**config.mk**
```make
export PLATFORM = sky130hd
export DESIGN_NAME = dead_reckoning_servo_timer
export DESIGN_NICKNAME = d
export VERILOG_FILES = /design/src/design/drst_pkg.sv /design/src/design/dead_reckoning_servo_timer.sv
export SDC_FILE = /design/constraint.sdc
export NUM_CORES = 2
export LEC_CHECK = 0
export BUFFER_PORTS_ARGS = -buffer_cell sky130_fd_sc_hd__buf_2
export CAP_MARGIN = 10
export CORE_MARGIN = 2
export CORE_UTILIZATION = 50
export CTS_CLUSTER_SIZE = 14
export DETAILED_ROUTE_END_ITERATION = 12
export PLACE_DENSITY = 0.66
export SETUP_SLACK_MARGIN = 0.15
export SYNTH_ARGS = -nofsm -noshare
export SYNTH_HDL_FRONTEND = slang
export SYNTH_SLANG_ARGS = --single-unit
```
**constraint.sdc**
```tcl
create_clock -name i_clk -period 22 [get_ports i_clk]
set_input_delay 1.1 -clock i_clk [delete_from_list [all_inputs] [get_ports i_clk]]
set_output_delay 1.1 -clock i_clk [all_outputs]
set_load 0.01 [all_outputs]
```
**src/design/drst_pkg.sv**
```systemverilog
`default_nettype none
// ---------------------------------------------------------------------------
// drst_pkg
// Types and constants shared by the dead-reckoning servo timer.
// ---------------------------------------------------------------------------
package drst_pkg;

    typedef struct packed {
        logic        kind;
        logic [2:0]  servo_index;
        logic [11:0] target_angle;
    } t_in_item;

    typedef struct packed {
        logic [2:0]  servo_number;
        logic [3:0]  pwm_channel;
        logic [11:0] pulse_value;
        logic        is_stop;
        logic        last_of_run;
    } t_out_item;

    typedef enum logic [2:0] {
        CFG_MS_PER_DEGREE    = 3'd0,
        CFG_FORWARD_PULSE    = 3'd1,
        CFG_BACKWARD_PULSE   = 3'd2,
        CFG_DEAD_ZONE_TENTHS = 3'd3,
        CFG_UPDATE_PERIOD_MS = 3'd4,
        CFG_CHANNEL_MAP      = 3'd5
    } t_cfg_reg;

    localparam logic KIND_TARGET = 1'b0;
    localparam logic KIND_TICK   = 1'b1;

    localparam logic [11:0] HOME_ANGLE  = 12'd1270;
    localparam logic [16:0] ELAPSED_MAX = 17'd131071;
    localparam int          MAP_SLOTS   = 6;

    // Division by ten of a product below 2**20: multiply by ceil(2**24 / 10).
    localparam logic [20:0] RECIP_TEN   = 21'd1677722;
    localparam int          RECIP_SHIFT = 24;

    localparam logic [7:0]  RST_MS_PER_DEGREE    = 8'd5;
    localparam logic [11:0] RST_FORWARD_PULSE    = 12'd400;
    localparam logic [11:0] RST_BACKWARD_PULSE   = 12'd200;
    localparam logic [11:0] RST_DEAD_ZONE_TENTHS = 12'd5;
    localparam logic [7:0]  RST_UPDATE_PERIOD_MS = 8'd10;
    localparam logic [23:0] RST_CHANNEL_MAP      = 24'hFB9640;

endpackage
`default_nettype wire

```
**src/design/dead_reckoning_servo_timer.sv**
```systemverilog
`default_nettype none
// ---------------------------------------------------------------------------
// dead_reckoning_servo_timer
// Open-loop spin timing for a bank of continuous-rotation servos.
// ---------------------------------------------------------------------------
// A target transfer produces no result. A tick transfer runs one pass over all
// servos, and output stall can lengthen it: each servo is inspected in S_EVAL,
// a moving servo then gets its timing check in S_MOVE, and a servo that starts
// first passes through S_MUL1 and S_MUL2 in the single shared multiplier (angle
// times ms per degree, then the reciprocal of ten) and issues its start command
// in S_START. Input stall is high for the whole pass. One result is held back
// in a staging register so the final result of a pass can carry last_of_run.
// Configuration writes are always accepted.
module dead_reckoning_servo_timer #(
    parameter int SERVO_COUNT = 6
) (
    input  wire                   i_clk,
    input  wire                   i_rst_n,
    input  wire                   i_in_valid,
    output logic                  o_in_stall,
    input  wire drst_pkg::t_in_item i_in_data,
    output logic                  o_out_valid,
    input  wire                   i_out_stall,
    output drst_pkg::t_out_item   o_out_data,
    input  wire                   i_cfg_valid,
    output logic                  o_cfg_ready,
    input  wire  [2:0]            i_cfg_index,
    input  wire  [23:0]           i_cfg_data
);
    import drst_pkg::*;

    localparam int IDX_W = (SERVO_COUNT > 1) ? $clog2(SERVO_COUNT) : 1;
    localparam logic [IDX_W-1:0] LAST_IDX = IDX_W'(SERVO_COUNT - 1);

    typedef enum logic [2:0] {
        S_IDLE,
        S_EVAL,
        S_MUL1,
        S_MUL2,
        S_START,
        S_MOVE,
        S_FLUSH
    } t_state;

    t_state           r_state;
    logic [IDX_W-1:0] r_idx;

    logic [7:0]  r_ms_per_degree;
    logic [11:0] r_forward_pulse;
    logic [11:0] r_backward_pulse;
    logic [11:0] r_dead_zone;
    logic [7:0]  r_update_period;
    logic [23:0] r_channel_map;

    logic [11:0] r_goal     [SERVO_COUNT];
    logic [11:0] r_believed [SERVO_COUNT];
    logic        r_pending  [SERVO_COUNT];
    logic        r_moving   [SERVO_COUNT];
    logic [16:0] r_duration [SERVO_COUNT];
    logic [16:0] r_elapsed  [SERVO_COUNT];

    logic [11:0] r_mag;
    logic        r_forward;
    logic [19:0] r_prod;
    logic [16:0] r_quot;

    logic        r_hold_v;
    t_out_item   r_hold;
    logic        r_out_valid;
    t_out_item   r_out;

    logic [11:0] cur_goal;
    logic [11:0] cur_believed;
    logic [11:0] cur_mag;
    logic        cur_fwd;
    logic [16:0] cur_elapsed;
    logic [16:0] cur_duration;
    logic [17:0] elapsed_sum;
    logic [16:0] elapsed_next;
    logic [20:0] mul_a;
    logic [20:0] mul_b;
    logic [41:0] mul_p;
    logic [4:0]  idx_ext;
    logic [3:0]  cur_channel;
    logic        out_free;
    logic        push_ok;
    logic        push_req;
    t_out_item   push_item;
    logic        out_load;
    t_out_item   n_out;
    logic        due;
    logic        in_xfer;
    logic [4:0]  tgt_ext;

    assign cur_goal     = r_goal[r_idx];
    assign cur_believed = r_believed[r_idx];
    assign cur_fwd      = cur_goal > cur_believed;
    assign cur_mag      = cur_fwd ? (cur_goal - cur_believed) : (cur_believed - cur_goal);
    assign cur_elapsed  = r_elapsed[r_idx];
    assign cur_duration = r_duration[r_idx];
    assign due          = cur_elapsed >= cur_duration;
    assign elapsed_sum  = {1'b0, cur_elapsed} + {10'd0, r_update_period};
    assign elapsed_next = elapsed_sum[17] ? ELAPSED_MAX : elapsed_sum[16:0];

    always_comb begin
        if (r_state == S_MUL2) begin
            mul_a = {1'b0, r_prod};
            mul_b = RECIP_TEN;
        end else begin
            mul_a = {9'd0, r_mag};
            mul_b = {13'd0, r_ms_per_degree};
        end
    end
    assign mul_p = {21'd0, mul_a} * {21'd0, mul_b};

    assign idx_ext     = 5'(r_idx);
    assign cur_channel = (idx_ext < 5'(MAP_SLOTS)) ?
                         r_channel_map[{idx_ext[2:0], 2'b00} +: 4] : 4'd0;

    assign out_free = !r_out_valid || !i_out_stall;
    assign push_ok  = !r_hold_v || out_free;

    always_comb begin
        push_req                 = 1'b0;
        push_item.servo_number   = 3'(r_idx);
        push_item.pwm_channel    = cur_channel;
        push_item.pulse_value    = 12'd0;
        push_item.is_stop        = 1'b0;
        push_item.last_of_run    = 1'b0;
        case (r_state)
            S_START: begin
                push_req              = 1'b1;
                push_item.pulse_value = r_forward ? r_forward_pulse : r_backward_pulse;
            end
            S_MOVE: begin
                push_req          = due;
                push_item.is_stop = 1'b1;
            end
            default: begin
                push_req = 1'b0;
            end
        endcase
    end

    always_comb begin
        out_load = 1'b0;
        n_out    = r_hold;
        if (push_req && push_ok && r_hold_v) begin
            out_load = 1'b1;
        end
        if (r_state == S_FLUSH && r_hold_v && out_free) begin
            out_load          = 1'b1;
            n_out.last_of_run = 1'b1;
        end
    end

    assign in_xfer = i_in_valid && !o_in_stall;
    assign tgt_ext = {2'b00, i_in_data.servo_index};

    assign o_in_stall  = r_state != S_IDLE;
    assign o_cfg_ready = 1'b1;
    assign o_out_valid = r_out_valid;
    assign o_out_data  = r_out;

    always_ff @(posedge i_clk) begin
        if (!i_rst_n) begin
            r_state          <= S_IDLE;
            r_idx            <= '0;
            r_hold_v         <= 1'b0;
            r_out_valid      <= 1'b0;
            r_ms_per_degree  <= RST_MS_PER_DEGREE;
            r_forward_pulse  <= RST_FORWARD_PULSE;
            r_backward_pulse <= RST_BACKWARD_PULSE;
            r_dead_zone      <= RST_DEAD_ZONE_TENTHS;
            r_update_period  <= RST_UPDATE_PERIOD_MS;
            r_channel_map    <= RST_CHANNEL_MAP;
            for (int k = 0; k < SERVO_COUNT; k++) begin
                r_goal[k]     <= HOME_ANGLE;
                r_believed[k] <= HOME_ANGLE;
                r_pending[k]  <= 1'b0;
                r_moving[k]   <= 1'b0;
                r_duration[k] <= '0;
                r_elapsed[k]  <= '0;
            end
        end else begin
            if (i_cfg_valid) begin
                case (i_cfg_index)
                    CFG_MS_PER_DEGREE:    r_ms_per_degree  <= i_cfg_data[7:0];
                    CFG_FORWARD_PULSE:    r_forward_pulse  <= i_cfg_data[11:0];
                    CFG_BACKWARD_PULSE:   r_backward_pulse <= i_cfg_data[11:0];
                    CFG_DEAD_ZONE_TENTHS: r_dead_zone      <= i_cfg_data[11:0];
                    CFG_UPDATE_PERIOD_MS: r_update_period  <= i_cfg_data[7:0];
                    CFG_CHANNEL_MAP:      r_channel_map    <= i_cfg_data;
                    default: begin
                    end
                endcase
            end

            if (out_load) begin
                r_out       <= n_out;
                r_out_valid <= 1'b1;
            end else if (r_out_valid && !i_out_stall) begin
                r_out_valid <= 1'b0;
            end

            if (push_req && push_ok) begin
                r_hold   <= push_item;
                r_hold_v <= 1'b1;
            end

            case (r_state)
                S_IDLE: begin
                    if (in_xfer) begin
                        if (i_in_data.kind == KIND_TICK) begin
                            r_idx   <= '0;
                            r_state <= S_EVAL;
                        end else if (tgt_ext < 5'(SERVO_COUNT)) begin
                            r_goal[IDX_W'(i_in_data.servo_index)]    <= i_in_data.target_angle;
                            r_pending[IDX_W'(i_in_data.servo_index)] <= 1'b1;
                        end
                    end
                end
                S_EVAL: begin
                    if (r_pending[r_idx] && !r_moving[r_idx]) begin
                        if (cur_mag < r_dead_zone) begin
                            r_believed[r_idx] <= cur_goal;
                            r_pending[r_idx]  <= 1'b0;
                            if (r_idx == LAST_IDX) begin
                                r_state <= S_FLUSH;
                            end else begin
                                r_idx <= r_idx + 1'b1;
                            end
                        end else begin
                            r_mag     <= cur_mag;
                            r_forward <= cur_fwd;
                            r_state   <= S_MUL1;
                        end
                    end else if (r_moving[r_idx]) begin
                        r_state <= S_MOVE;
                    end else if (r_idx == LAST_IDX) begin
                        r_state <= S_FLUSH;
                    end else begin
                        r_idx <= r_idx + 1'b1;
                    end
                end
                S_MUL1: begin
                    r_prod  <= mul_p[19:0];
                    r_state <= S_MUL2;
                end
                S_MUL2: begin
                    r_quot  <= mul_p[RECIP_SHIFT +: 17];
                    r_state <= S_START;
                end
                S_START: begin
                    if (push_ok) begin
                        r_duration[r_idx] <= r_quot;
                        r_elapsed[r_idx]  <= '0;
                        r_moving[r_idx]   <= 1'b1;
                        r_pending[r_idx]  <= 1'b0;
                        r_state           <= S_MOVE;
                    end
                end
                S_MOVE: begin
                    if (!due || push_ok) begin
                        if (due) begin
                            r_believed[r_idx] <= cur_goal;
                            r_moving[r_idx]   <= 1'b0;
                        end else begin
                            r_elapsed[r_idx] <= elapsed_next;
                        end
                        if (r_idx == LAST_IDX) begin
                            r_state <= S_FLUSH;
                        end else begin
                            r_idx   <= r_idx + 1'b1;
                            r_state <= S_EVAL;
                        end
                    end
                end
                S_FLUSH: begin
                    if (!r_hold_v) begin
                        r_state <= S_IDLE;
                    end else if (out_free) begin
                        r_hold_v <= 1'b0;
                        r_state  <= S_IDLE;
                    end
                end
                default: begin
                    r_state <= S_IDLE;
                end
            endcase
        end
    end

    a_hold_only_in_pass: assert property (@(posedge i_clk) disable iff (!i_rst_n)
        r_hold_v |-> r_state != S_IDLE)
        else $error("staged result left behind after the pass ended");

    a_mul_order: assert property (@(posedge i_clk) disable iff (!i_rst_n)
        r_state == S_MUL2 |-> $past(r_state) == S_MUL1)
        else $error("reciprocal multiply without a preceding product");

    a_quot_bound: assert property (@(posedge i_clk) disable iff (!i_rst_n)
        r_state == S_START |-> r_quot <= 17'd104422)
        else $error("spin duration beyond the largest possible quotient");

    a_flush_last: assert property (@(posedge i_clk) disable iff (!i_rst_n)
        (r_state == S_FLUSH && r_hold_v && out_free) |=> (r_out_valid && r_out.last_of_run))
        else $error("final result of a pass not marked last");

endmodule
`default_nettype wire
```
==> results_tabular.tex <==
\begin{tabular}{lr}
\hline
Metric & Value \\
\hline
\multicolumn{2}{l}{\textbf{Outcome}} \\
\quad Status & finished, final reports clean \\
\multicolumn{2}{l}{\textbf{Yosys}} \\
\quad Avg Cell Area, Syn & 12.0 um\^{}2 \\
\quad Top area cells in the synthesized netlist & sky130\_fd\_sc\_hd\_\_edfxtp\_1, sky130\_fd\_sc\_hd\_\_fa\_1, sky130\_fd\_sc\_hd\_\_ha\_1, sky130\_fd\_sc\_hd\_\_mux4\_2, sky130\_fd\_sc\_hd\_\_dfxtp\_1 \\
\quad Yosys top cell area share & 43.5\% \\
\quad Synth Register Bits & 658 \\
\quad Count of yosys warnings during synthesis & 0 \\
\quad EDFF count, synth & 561 \\
\quad Number of instances in the synthesized netlist & 3241 \\
\quad Netlist Area Pre-Place & 0.0388 mm\^{}2 \\
\quad Primary flip-flop cell chosen by synthesis mapping & sky130\_fd\_sc\_hd\_\_edfxtp\_1 \\
\quad Biggest area consumer among synthesized cells & sky130\_fd\_sc\_hd\_\_edfxtp\_1 \\
\quad Share of async-settable or async-resettable flops after synthesis & 0\% \\
\quad Register area share after synthesis & 48.5\% \\
\quad Number of library cell types mapped by synthesis & 82 \\
\multicolumn{2}{l}{\textbf{Layout}} \\
\quad Combined area of the multi-input logic cells & 0.0181 mm\^{}2 \\
\quad Post-Layout Cell Count & 4455 \\
\quad Top library cells by usage in the layout, fill and taps aside & sky130\_fd\_sc\_hd\_\_edfxtp\_1, sky130\_fd\_sc\_hd\_\_nand2\_1, sky130\_fd\_sc\_hd\_\_inv\_1 \\
\quad Area growth from synthesis to layout & 10.3\% \\
\quad Share of post-route cells with drive strength above 1 & 11.4\% \\
\quad Combined flip-flop and latch cell area & 0.0188 mm\^{}2 \\
\quad Total Nets Final & 3865 \\
\quad Most frequent standard cell in the layout excluding fill and tap cells & sky130\_fd\_sc\_hd\_\_edfxtp\_1 \\
\quad Filler Cells Inserted & 6534 \\
\multicolumn{2}{l}{\textbf{Clock network}} \\
\quad Post-CTS setup buffer count & 0 \\
\quad CTS Hold Buffers Added & 0 \\
\quad Clock tree from TritonCTS & yes \\
\quad Clock Sinks & 658 \\
\quad Count of H-tree levels built during CTS & 3 \\
\quad Number of buffers created by CTS & 71 \\
\quad Post-CTS sizing & 0 \\
\quad Clock slew at the register clock pins of the worst setup and hold paths & 0.06 ns \\
\quad Max Buffers Root-to-Sink & 3 \\
\quad Root cell of the clock tree & sky130\_fd\_sc\_hd\_\_clkbuf\_16 \\
\quad Worst-skew pair later-pin latency & 0.63 ns \\
\multicolumn{2}{l}{\textbf{Global routing}} \\
\quad Sum of overflow across all layers after global routing & 0 \\
\quad Met1 Usage GRT & 33.8\% \\
\quad Number of global-route vias before repair & 25.2k \\
\quad Global-route wire length before repair & 148000 um \\
\quad Global Route met2 Usage & 39.8\% \\
\quad Total global routing track utilization & 24.5\% \\
\quad Met3 global-route usage & 3.77\% \\
\quad Most used routing layer in global routing & met2 \\
\quad Maximum number of pins on one net before global-route repair & 63 \\
\quad Initial antenna violation count & 3 \\
\multicolumn{2}{l}{\textbf{Detailed routing}} \\
\quad DR DRC count & 0 \\
\quad Detailed-route vias per instance & 5.51 \\
\quad Starting DRC count in detailed routing & 2276 \\
\quad Number of iterations in the first detailed-routing pass & 5 \\
\quad Vias & 24.5k \\
\quad Antenna Nets Post-Route & 0 \\
\quad Total Routed Length & 94500 um \\
\quad Drt wl/cell & 21.2 um \\
\multicolumn{2}{l}{\textbf{Placement}} \\
\quad Number of port buffers & 70 \\
\quad Dpl hpwl & 68200 um \\
\quad Placer congestion estimate & 0.958 \\
\quad Pre-CTS setup slack & 13.15 ns \\
\quad Count of placed standard cells including taps & 4324 \\
\multicolumn{2}{l}{\textbf{Floorplan}} \\
\quad Die ar. & 0.0798 mm\^{}2 \\
\quad Core region area & 0.0771 mm\^{}2 \\
\quad Floorplan die height & 282 um \\
\quad Initial Utilization & 50.3\% \\
\quad Count of pins on the block boundary & 72 \\
\quad Overall die width & 282 um \\
\quad Std cell rows & 102 \\
\multicolumn{2}{l}{\textbf{Timing}} \\
\quad Max-slew violation count & 0 \\
\quad Maximum clock skew at final layout & 0.0236 ns \\
\quad Hold violation count in the final report & 0 \\
\quad Final Worst Setup Slack & 13.09 ns \\
\quad Setup repair after global routing missed its margin & no \\
\quad Slew margin rel. & 22.4\% \\
\quad Slew @ Worst Pin & 1.16 ns \\
\quad Highest Clock Rate & 112 MHz \\
\quad Final-layout setup total negative slack & 0 ns \\
\quad Final number of setup-violating endpoints & 0 \\
\quad Crit share post-route & 40.5\% \\
\quad Shortest clock period the worst path allows after layout & 8.91 ns \\
\multicolumn{2}{l}{\textbf{Setup path}} \\
\quad Crit path required time & 22.36 ns \\
\quad Data arrival time of the critical path & 9.27 ns \\
\quad Setup crit end kind & flip-flop \\
\quad Worst setup path category & reg -> reg \\
\quad Kind of start point of the critical path & flip-flop \\
\quad Biggest fanout along the worst timing path & 26 \\
\multicolumn{2}{l}{\textbf{Pwr}} \\
\quad Power density of the placed cells & 69.0 mW/mm\^{}2 \\
\quad Final Total Pwr & 2950 uW \\
\quad Total leakage power & 0.0177 uW \\
\quad Maximum ir drop on the vdd rail & 65.8 uV \\
\multicolumn{2}{l}{\textbf{Job}} \\
\quad MaxCap Viol Count & 0 \\
\multicolumn{2}{l}{\textbf{Hold path}} \\
\quad Kind of path behind the tightest hold check & reg -> reg \\
\hline
\end{tabular}
-- power by group --
part	switching [uW]	internal [uW]	leakage, uW	total [uW]
sequential	11.2	1380	0.00610	1390
clock	509	664	0.00112	1170
combinational	234	155	0.0105	389
-- registers in the layout (all words and copies together), names as in the netlist, 17 cells and up, named ones only --
name           flops
r_prod            20
o_out_data        21
r_channel_map     24
r_elapsed        136
r_believed        96
r_duration       136
r_quot            17
r_goal            96
n_out             20
-- layout make-up --
cell class | instances | area share, %
flip-flops and latches | 658 | 44.0
multi-input cells | 2103 | 42.4
clock buffers | 95 | 4.53
inverters | 411 | 3.61
well taps | 1040 | 3.04
repair buffers | 112 | 1.56
clock inverters | 34 | 0.834
diodes | 2 | 0.0117
-- cell usage after synthesis, drive strengths merged, types with 61 or more instances --
| library cell | n |
|---|---|
| fa | 211 |
| nor2 | 292 |
| a21oi | 136 |
| ha | 249 |
| inv | 410 |
| and3 | 72 |
| nand2 | 455 |
| o21ai | 61 |
| mux4 | 124 |
| dfxtp | 97 |
| clkbuf | 89 |
| mux2i | 74 |
| edfxtp | 561 |
-- kinds of logic after synthesis --
logic type | synth area share, %
buffers and inverters | 5.33
XOR/XNOR | 1.22
adder cells (fa/ha/maj) | 18.9
AND/OR/NAND/NOR | 11.2
multiplexers | 9.62
other | 0.0194
AO/OA/AOI/OAI | 5.19
flip-flops | 48.5
-- per-stage QoR --
stage                     hold slack (ns)  utilization (%)  instance area [um^2]
after floorplan                     0.400                -                 39000
after global placement              0.400             52.5                 40500
after detailed placement            0.405             52.5                 40500
after CTS                           0.400             55.5                 42700
after global routing                0.403             55.5                 42700
final                               0.405             55.5                 42700
-- worst paths after layout --
check                           startpoint              to  slack [ns]  cells past startpoint
worst max-delay path            r_state[0]      r_quot[11]       13.09                     27
worst min-delay path             n_out[15]  o_out_data[15]        0.41                      0
worst max register to register  r_state[0]      r_quot[11]       13.09                     27
worst min register to register   n_out[15]  o_out_data[15]        0.41                      0
-- metal layers --
metal / up-vias / wire length (um)
met3: 170 / 6310
met1: 12166 / 40300
li1: 11363 / -
met4: 0 / 3180
met2: 847 / 44700
met5: - / 0
-- critical path, stage by stage, from the launching register on --
cell and delay, ns:
sky130_fd_sc_hd__dfxtp_1 0.59, sky130_fd_sc_hd__nor2b_1 0.56, sky130_fd_sc_hd__and2_1 0.21, sky130_fd_sc_hd__buf_4 0.33, sky130_fd_sc_hd__nand2_1 0.33, sky130_fd_sc_hd__inv_1 0.43, sky130_fd_sc_hd__a21oi_1 0.16, sky130_fd_sc_hd__fa_1 0.51
sky130_fd_sc_hd__inv_1 0.10, sky130_fd_sc_hd__fa_1 0.41, sky130_fd_sc_hd__inv_1 0.09, sky130_fd_sc_hd__fa_1 0.38, sky130_fd_sc_hd__inv_1 0.07, sky130_fd_sc_hd__fa_1 0.45, sky130_fd_sc_hd__fa_1 0.52, sky130_fd_sc_hd__inv_1 0.06
sky130_fd_sc_hd__fa_1 0.48, sky130_fd_sc_hd__inv_1 0.04, sky130_fd_sc_hd__ha_1 0.27, sky130_fd_sc_hd__ha_1 0.42, sky130_fd_sc_hd__nand2_1 0.08, sky130_fd_sc_hd__o21ai_0 0.38, sky130_fd_sc_hd__nor4_1 0.12, sky130_fd_sc_hd__a211oi_1 0.67
sky130_fd_sc_hd__nor3_1 0.21, sky130_fd_sc_hd__a21oi_1 0.42, sky130_fd_sc_hd__a31oi_1 0.19, sky130_fd_sc_hd__xnor2_1 0.16
(Power assumes the default switching activity.)
